[src/design/buq_pkg.sv]
// shared types and constants for the branch update ring queue
package buq_pkg;

  // default queue depth
  localparam int unsigned DEPTH_DEF = 64;

  // payload field widths
  localparam int unsigned OP_W      = 3;
  localparam int unsigned TGT_W     = 64;
  localparam int unsigned SLOT_W    = 6;
  localparam int unsigned CNT_OUT_W = 7;

  // stream data widths, padded to whole bytes
  localparam int unsigned IN_DATA_W  = 72;
  localparam int unsigned OUT_DATA_W = 80;

  // operation codes
  typedef enum logic [OP_W-1:0] {
    OP_PUSH  = 3'd0,
    OP_SET   = 3'd1,
    OP_POP   = 3'd2,
    OP_DROP  = 3'd3,
    OP_FLUSH = 3'd4
  } op_e;

  // result status codes
  typedef enum logic [1:0] {
    ST_OK    = 2'd0,
    ST_FULL  = 2'd1,
    ST_EMPTY = 2'd2
  } status_e;

  // write strobes from control to storage
  typedef struct packed {
    logic wr_target;
    logic wr_dir;
  } mem_wr_t;

  // per-transaction queue status
  typedef struct packed {
    logic                 read_valid;
    logic                 is_full;
    logic                 is_empty;
    logic [CNT_OUT_W-1:0] entry_count;
    status_e              status;
  } res_t;

endpackage

[src/design/buq_ctrl.sv]
// head, tail and fill count control with per-operation status
module buq_ctrl #(
  parameter int unsigned DEPTH = buq_pkg::DEPTH_DEF
) (
  input  logic                            clk_i,
  input  logic                            rst_ni,
  input  logic                            en_i,
  input  logic [buq_pkg::OP_W-1:0]        op_i,
  input  logic [buq_pkg::SLOT_W-1:0]      slot_i,
  output logic [$clog2(DEPTH)-1:0]        head_o,
  output logic [$clog2(DEPTH)-1:0]        waddr_o,
  output buq_pkg::mem_wr_t                wr_o,
  output buq_pkg::res_t                   res_o
);
  import buq_pkg::*;

  localparam int unsigned PTR_W = $clog2(DEPTH);
  localparam int unsigned CNT_W = $clog2(DEPTH + 1);
  localparam logic [PTR_W-1:0] PTR_LAST = PTR_W'(DEPTH - 1);
  localparam logic [CNT_W-1:0] CNT_FULL = CNT_W'(DEPTH);

  logic [PTR_W-1:0] head_q, head_d;
  logic [PTR_W-1:0] tail_q, tail_d;
  logic [CNT_W-1:0] cnt_q, cnt_d;
  logic             wr_target, wr_dir;
  logic             slot_ok;

  // pointer increment with wrap
  function automatic logic [PTR_W-1:0] wrap_inc(input logic [PTR_W-1:0] p);
    wrap_inc = (p == PTR_LAST) ? '0 : PTR_W'(p + 1'b1);
  endfunction

  assign slot_ok = (32'(slot_i) < 32'(DEPTH));

  // operation decode, next pointer state and status flags after the operation
  always_comb begin
    head_d            = head_q;
    tail_d            = tail_q;
    cnt_d             = cnt_q;
    wr_target         = 1'b0;
    wr_dir            = 1'b0;
    waddr_o           = tail_q;
    res_o.read_valid  = 1'b0;
    res_o.status      = ST_OK;
    unique case (op_e'(op_i)) inside
      OP_PUSH: begin
        if (cnt_q == CNT_FULL) begin
          res_o.status = ST_FULL;
        end else begin
          wr_target = 1'b1;
          wr_dir    = 1'b1;
          tail_d    = wrap_inc(tail_q);
          cnt_d     = CNT_W'(cnt_q + 1'b1);
        end
      end
      OP_SET: begin
        waddr_o = PTR_W'(slot_i);
        wr_dir  = slot_ok;
      end
      OP_POP, OP_DROP: begin
        if (cnt_q == '0) begin
          res_o.status = ST_EMPTY;
        end else begin
          res_o.read_valid = (op_e'(op_i) == OP_POP);
          head_d           = wrap_inc(head_q);
          cnt_d            = CNT_W'(cnt_q - 1'b1);
        end
      end
      OP_FLUSH: begin
        head_d = '0;
        tail_d = '0;
        cnt_d  = '0;
      end
      default: begin
      end
    endcase
    res_o.is_full     = (cnt_d == CNT_FULL);
    res_o.is_empty    = (cnt_d == '0);
    res_o.entry_count = CNT_OUT_W'(cnt_d);
  end

  // write strobes only on a stage move
  always_comb begin
    wr_o.wr_target    = en_i & wr_target;
    wr_o.wr_dir       = en_i & wr_dir;
  end

  assign head_o = head_q;

  // pointer and count registers
  always_ff @(posedge clk_i or negedge rst_ni) begin
    if (!rst_ni) begin
      head_q <= '0;
      tail_q <= '0;
      cnt_q  <= '0;
    end else if (en_i) begin
      head_q <= head_d;
      tail_q <= tail_d;
      cnt_q  <= cnt_d;
    end
  end

  // fill count never passes the depth
  assert property (@(posedge clk_i) disable iff (!rst_ni) cnt_q <= CNT_FULL)
    else $error("fill count beyond depth");

  // empty or full queue has coinciding pointers
  assert property (@(posedge clk_i) disable iff (!rst_ni)
    (cnt_q == '0 || cnt_q == CNT_FULL) |-> head_q == tail_q)
    else $error("pointers disagree with fill count");

  // an accepted push grows the count by one
  assert property (@(posedge clk_i) disable iff (!rst_ni)
    (en_i && op_e'(op_i) == OP_PUSH && res_o.status == ST_OK)
      |=> cnt_q == CNT_W'($past(cnt_q) + 1'b1))
    else $error("push did not grow fill count");

  // an ignored operation leaves the count alone
  assert property (@(posedge clk_i) disable iff (!rst_ni)
    (en_i && res_o.status != ST_OK) |=> $stable(cnt_q))
    else $error("ignored operation changed fill count");

endmodule

[config.mk]
export PLATFORM = sky130hd
export DESIGN_NAME = buq_ctrl
export DESIGN_NICKNAME = d
export VERILOG_FILES = /design/src/design/buq_pkg.sv /design/src/design/buq_ctrl.sv
export SDC_FILE = /design/constraint.sdc
export NUM_CORES = 1
export LEC_CHECK = 0
export BUFFER_PORTS_ARGS = -buffer_cell sky130_fd_sc_hd__buf_4
export CAP_MARGIN = 10
export CORE_MARGIN = 2
export CORE_UTILIZATION = 55
export DETAILED_ROUTE_END_ITERATION = 12
export PLACE_DENSITY = 0.91
export SYNTH_ARGS = -nofsm -noshare
export SYNTH_HDL_FRONTEND = slang
export SYNTH_SLANG_ARGS = --single-unit
[constraint.sdc]
create_clock -name clk_i -period 4.2 [get_ports clk_i]
set_input_delay 0.42 -clock clk_i [delete_from_list [all_inputs] [get_ports clk_i]]
set_output_delay 0.42 -clock clk_i [all_outputs]
set_load 0.02 [all_outputs]
==> results of run 1 <==
[cell families after synthesis]
| family | Yosys count |
|---|---|
| adder cells (fa/ha/maj) | 4 |
| AND/OR/NAND/NOR | 75 |
| flip-flops | 19 |
| multiplexers | 11 |
| AO/OA/AOI/OAI | 54 |
| buffers and inverters | 17 |
[state kept, by name, indices dropped and copies added (netlist names)]
signal  count
head_o      6
tail_q      6
cnt_q       7
[where the power goes]
group | total, mW | internal [mW] | switching (mW) | leakage [nW]
clock | 0.0979 | 0.0362 | 0.0617 | 0.0139
combinational | 0.496 | 0.216 | 0.280 | 0.577
sequential | 0.322 | 0.231 | 0.0911 | 0.240
[what timing repair did]
action                                  CTS  global route
gates resized for setup                   0             0
endpoints found under the setup margin    0             0
hold buffers                              1             0
endpoints found under the hold margin    19             0
[worst max path at each step]
stage | to | startpoint | slack (ns) | cells after the start
finish | res_o[10] | cnt_q[5] | 1.04 | 6
detailed placement | res_o[10] | cnt_q[1] | 1.43 | 8
CTS | res_o[10] | cnt_q[5] | 1.08 | 6
floorplan | res_o[10] | cnt_q[0] | 1.45 | 7
global placement | res_o[10] | cnt_q[1] | 1.50 | 8
global route | res_o[10] | cnt_q[5] | 0.82 | 6
[area by class of cell]
type | instances | area, µm² | share of cell area (%)
clock buffer | 3 | 22.52 | 1.194
inverter | 7 | 26.28 | 1.393
tap | 31 | 38.79 | 2.057
multi-input combinational | 144 | 1027 | 54.48
timing repair buffer | 38 | 287.8 | 15.26
clock inverter | 1 | 7.507 | 0.3981
sequential | 19 | 475.5 | 25.22
[worst max-delay path: stages, from the launching register on]
cell	delay [ns]
dfrtp_1	0.48
nor3_2	0.62
a31oi_1	0.28
a221oi_1	0.39
o211ai_1	0.21
nor4_2	0.26
buf_4	0.19
[synthesized netlist by cell type, types with 2 or more instances]
master,count
a211oi_1,2
a21o_1,3
a21oi_1,4
a221oi_1,2
a22o_1,3
a311o_1,2
a311oi_1,2
and2_1,2
and2b_2,2
and3_1,5
buf_2,4
buf_4,2
clkbuf_1,3
dfrtp_1,19
ha_1,4
inv_1,6
mux2_2,9
nand2_1,14
nand3_1,6
nand3b_1,3
nor2_1,14
nor2b_1,2
nor3_1,6
nor4_2,2
o211ai_1,4
o21ai_0,15
o21ai_1,2
o21ai_2,2
o31ai_1,3
or2_2,3
or3_1,2
[metrics by stage]
stage | instance area [µm²] | total power, mW | hold slack (ns)
6_report | 1886 | 0.9159 | 0.4169
3_3_place_gp | 1846 | 0.8027 | 0.3098
4_1_cts | 1886 | 0.9140 | 0.4081
5_1_grt | 1886 | 0.9741 | 0.4053
2_1_floorplan | 1587 | 0.6619 | 0.1244
3_5_place_dp | 1846 | 0.8140 | 0.3142
[per-layer routing]
metal | GRT usage (%) | share of wire (%) | vias up | routed length [µm]
met2 | 38.15 | 48 | 62 | 1881
met1 | 33.91 | 45 | 728 | 1757
met5 | 0 | 0 | - | 0
met3 | 2.902 | 6.1 | 6 | 237
met4 | 6.312 | 0.79 | 0 | 31
li1 | - | - | 738 | -
==> run_results.csv, run 1 <==
group,metric,value,unit
global_route,grt_overflow,0,
clock_tree,cts-buffers-inserted,3,
layout,instances_no_fill,243,
clock_tree,clock_path_buffers,2,
setup_path,r2r_slack,1.92,ns
status,outcome,"completed",
layout,final_common_cell,"buf_4",
sta,setup_tns,0,ns
die,die_h,57.71,µm
die,start_util,57.53,%
setup_path,end_kind,"primary output",
synth,synth_cells,180,
layout,layout-drive-gt1-share,34.43,%
synth,synth_top_cells_by_area,"dfrtp_1, mux2_2, o21ai_0, nand2_1, nor2_1",
detailed_routing,drc,0,
placed_design,place_congestion,0.9035,
sta,relSlewSlack,53.56,%
synth,muxShareOfSynthArea,7.965,%
sta,setup_viol,0,
setup_path,timing_worst_setup_path_type,"register to primary output",
synth,synthDistinctLibCells,59,
synth,synthesis.nets,196,
sta,slew_violations,0,
synth,synthArstFlopShare,100.0,%
sta,timing.final.crit_share,75.15,%
detailed_routing,dr.pass1.iters,4,
run,cap_violations,0,
layout,n_fill_cell,241,
clock_tree,cts_root_buffer,"clkbuf_4",
sta,worst_slew_pin_slew,0.6929,ns
global_route,antenna_found_initial,0,
placed_design,place_ws,1.425,ns
clock_tree,postCtsSetupBuffers,0,
global_route,grt_pass1_wl,6.272,mm
synth,ys.flop_type,"dfrtp_1",
synth,syn_area_per_cell,8.814,µm²
clock_tree,clock_latency,0.30,ns
detailed_routing,routed_wl,3.908,mm
synth,yosys.area_share.simple,29.10,%
detailed_routing,vias_per_cell,6.313,
sta,skew,0.009405,ns
synth,yosysWarnings,0,
detailed_routing,wl_per_cell,16.08,µm
sta,setup_ws,1.044,ns
layout,diodes,0,
power_and_ir_drop,power_leakage,0.8315,nW
synth,synth_top_area_share,29.97,%
setup_path,cp_max_fo,12,
setup_path,arrival,2.74,ns
synth,synthAdderAreaFrac,3.155,%
die,die_w,57.71,µm
synth,synth_compound_area_share,24.53,%
die,io_pins,38,
min_path,worstHoldPathCells,2,
sta,rsz0062_at_grt,"false",
setup_path,required,3.78,ns
clock_tree,cts_sinks,19,
detailed_routing,num_vias,1534,
power_and_ir_drop,power.density,485.8,nW/µm²
synth,netlist.top_cell.by_area,"dfrtp_1",
synth,synth_edf_count,0,
power_and_ir_drop,vdd.ir_drop.worst,0.4216,mV
clock_tree,clk_pin_slew,0.12,ns
sta,hold_violations,0,
clock_tree,cts_tree,"yes",
setup_path,reg2reg_from,"cnt_q[5]",
min_path,hp-start,"en_i",
detailed_routing,drt_iter0_markers,83,
placed_design,place_hpwl,2.907,mm
global_route,grt_usage,23.70,%
setup_path,worstSetupStartpointType,"register",
setup_path,rr_endpoint,"cnt_q[3]",
placed_design,portBuffers,37,
sta,max_freq,0.3168,GHz
synth,ys_seq_area_share,29.97,%
placed_design,placed_cells,238,
synth,synthXorXnorAreaFrac,0,%
die,die_area,3330,µm²
synth,netlist_area,1587,µm²
sta,period_needed,3.156,ns
die,row_count,19,
global_route,grt_pass1_vias,1371,
layout,syn2layout_area_growth,18.85,%
detailed_routing,ant_nets,0,
min_path,holdPathEnd,"cnt_q[6]",
global_route,grt_max_degree,20,
layout,mostFrequentLayoutCells,"buf_4, dfrtp_1, o21ai_0, nor2_1, nand2_1",
clock_tree,h-tree-depth,1,
synth,synth-seq-cells,19,
layout,finish.net_count,229,
die,core-area,2758,µm²
min_path,hold_path_class,"input pin to register",
setup_path,reg2reg_depth,5,
layout,fin_util,68.38,%
synth,synth_top_family_by_area,"simple AND/OR/NAND/NOR gates",
(Power assumes the default switching activity.)
==> inputs of run 2 (changes only) <==
--- a/config.mk
+++ b/config.mk
@@ -5,12 +5,13 @@
 export SDC_FILE = /design/constraint.sdc
 export NUM_CORES = 1
 export LEC_CHECK = 0
+export ABC_AREA = 1
 export BUFFER_PORTS_ARGS = -buffer_cell sky130_fd_sc_hd__buf_4
 export CAP_MARGIN = 10
 export CORE_MARGIN = 2
-export CORE_UTILIZATION = 55
+export CORE_UTILIZATION = 54
 export DETAILED_ROUTE_END_ITERATION = 12
-export PLACE_DENSITY = 0.91
+export PLACE_DENSITY = 0.89
 export SYNTH_ARGS = -nofsm -noshare
 export SYNTH_HDL_FRONTEND = slang
 export SYNTH_SLANG_ARGS = --single-unit
==> constraint.sdc (replaced) <==
create_clock -name clk_i -period 3.2 [get_ports clk_i]
set_input_delay 0.32 -clock clk_i [delete_from_list [all_inputs] [get_ports clk_i]]
set_output_delay 0.32 -clock clk_i [all_outputs]
set_load 0.02 [all_outputs]
==> run_results.csv, run 2 <==
group,metric,value,unit
status,outcome,"completed",
sta,relSlewSlack,69.44,%
clock_tree,hold_buffers,1,
die,die_w,59.51,µm
detailed_routing,num_vias,1578,
layout,syn2layout_area_growth,19.47,%
sta,setup_viol,0,
global_route,grt_pass1_vias,1510,
clock_tree,clk_pin_slew,0.12,ns
global_route,grt_max_degree,20,
global_route,antenna_found_initial,0,
setup_path,required,2.88,ns
synth,synth_top_cells_by_area,"dfrtp_1, nand2_1, nand3_1, nand3_2, o21ai_0",
synth,ys.flop_type,"dfrtp_1",
setup_path,end_kind,"primary output",
die,start_util,55.42,%
power_and_ir_drop,power.density,856.5,nW/µm²
layout,largest-register,"cnt_q",
layout,fin_util,66.21,%
clock_tree,h-tree-depth,1,
sta,hold_violations,0,
synth,synth_edf_count,0,
setup_path,worstSetupStartpointType,"register",
detailed_routing,ant_nets,0,
placed_design,place_congestion,0.9156,
die,die_h,59.51,µm
clock_tree,cts_tree,"yes",
synth,synth_most_common_cell,"nand2_1",
synth,ys_seq_area_share,28.57,%
global_route,grt_overflow,0,
synth,netlist_area,1664,µm²
die,io_pins,38,
placed_design,portBuffers,37,
sta,rsz0062_at_grt,"false",
clock_tree,postCtsSetupBuffers,0,
clock_tree,clock_latency,0.30,ns
power_and_ir_drop,vdd.ir_drop.worst,0.5147,mV
synth,yosysWarnings,0,
detailed_routing,drc,0,
sta,worst_slew_pin_slew,0.4570,ns
clock_tree,cts_sinks,19,
placed_design,place_hpwl,2.944,mm
synth,netlist.top_cell.by_area,"dfrtp_1",
synth,syn_area_per_cell,7.299,µm²
power_and_ir_drop,power_leakage,1.052,nW
synth,synthesis.nets,244,
layout,finish.net_count,283,
die,row_count,20,
global_route,gr-usage-met2,40.35,%
sta,slew_violations,0,
synth,synthArstFlopShare,100.0,%
synth,synthDistinctLibCells,30,
sta,max_freq,0.3988,GHz
setup_path,timing_worst_setup_path_type,"register to primary output",
global_route,grtUsageMet3,3.057,%
die,die_area,3541,µm²
detailed_routing,routed_wl,3.712,mm
synth,synth_cells,228,
sta,timing.final.crit_share,78.35,%
detailed_routing,dr.pass1.iters,4,
global_route,grt_usage,23.81,%
layout,final_common_cell,"nand2_1",
run,cap_violations,0,
layout,diodes,0,
sta,period_needed,2.507,ns
detailed_routing,wl_per_cell,12.41,µm
die,core-area,3003,µm²
synth,yosys-top-cells-count,"nand2_1, dfrtp_1, nor2_1",
setup_path,cp_max_fo,8,
global_route,grt_use_met1,31.66,%
sta,setup_tns,0,ns
min_path,hold_path_class,"input pin to register",
detailed_routing,drt_iter0_markers,44,
layout,layout-drive-gt1-share,33.08,%
global_route,grt_pass1_wl,6.520,mm
synth,synth-seq-cells,19,
global_route,grt_busiest_layer,"met2",
clock_tree,cts-buffers-inserted,3,
layout,largest_reg_flops,7,
setup_path,arrival,2.19,ns
detailed_routing,vias_per_cell,5.278,
clock_tree,clock_path_buffers,2,
layout,mostFrequentLayoutCells,"nand2_1, buf_4, nor2_1, dfrtp_1, inv_1",
synth,synth_top_area_share,28.57,%
clock_tree,cts_root_buffer,"clkbuf_4",
clock_tree,cts_resized,0,
sta,skew,0.009250,ns
## run 2: kinds of logic (layout without fill, tap and decap cells)
group,after synthesis,in the layout,share of synthesized area (%)
AOI/OAI and AO/OA,39,39,12.86
xor gates and xnor gates,3,3,1.579
adders and majority gates,4,4,3.008
buffers and inverters,35,73,9.548
DFF,19,19,28.57
and+or+nand+nor,128,128,44.44
## run 2: stage by stage
step                      cell area [µm²]  setup WS [ns]  power (mW)  hold WS (ns)  std cells
after floorplan                      1664          1.069       1.271       0.02441        228
after global placement               1952          1.076       1.558        0.2172        294
after detailed placement             1952          1.037       1.581        0.2132        294
after CTS                            1988         0.6818       1.711        0.3244        299
after global routing                 1988         0.5021       1.860        0.3515        299
final                                1988         0.6926       1.703        0.3384        299
## run 2: power breakdown
| part | leakage, nW | internal, mW | switching, mW |
|---|---|---|---|
| clock | 0.0150 | 0.0485 | 0.0780 |
| combinational | 0.797 | 0.423 | 0.654 |
| sequential | 0.240 | 0.340 | 0.159 |
## run 2: metal layers
metal / up-vias / wire length (µm) / share of wire, %
met5: - / 0 / 0
met4: 0 / 0 / 0
met1: 728 / 1683 / 45
met2: 31 / 1888 / 51
li1: 819 / - / -
met3: 0 / 140 / 3.8
## run 2: cell type report
class	count	area [µm²]
multi-input cells	174	1030
fillers	263	1015
flip-flops and latches	19	475.5
repair buffers	38	287.8
inverters	31	127.6
well taps	33	41.29
clock buffers	4	26.28
## run 2: worst max-delay path: stages, from the launching register on
cell     delay [ns]
dfrtp_1        0.46
inv_2          0.14
ha_1           0.28
nand2_4        0.10
nor2_8         0.13
nand2_4        0.09
nand3_1        0.11
nand3_2        0.10
nor2_2         0.14
nand3_2        0.08
nor2_1         0.10
buf_4          0.15
## run 2: worst paths after layout
check / startpoint / to / slack [ns] / cells after the start
max in group asynchronous: rst_ni / cnt_q[1] / 2.55 / 2
worst min register to register: tail_q[3] / tail_q[3] / 0.52 / 1
worst max-delay path: cnt_q[0] / res_o[10] / 0.69 / 11
worst min-delay path: en_i / cnt_q[5] / 0.34 / 2
worst max register to register: cnt_q[0] / tail_q[3] / 1.42 / 10
min in group asynchronous: rst_ni / tail_q[0] / 0.43 / 2
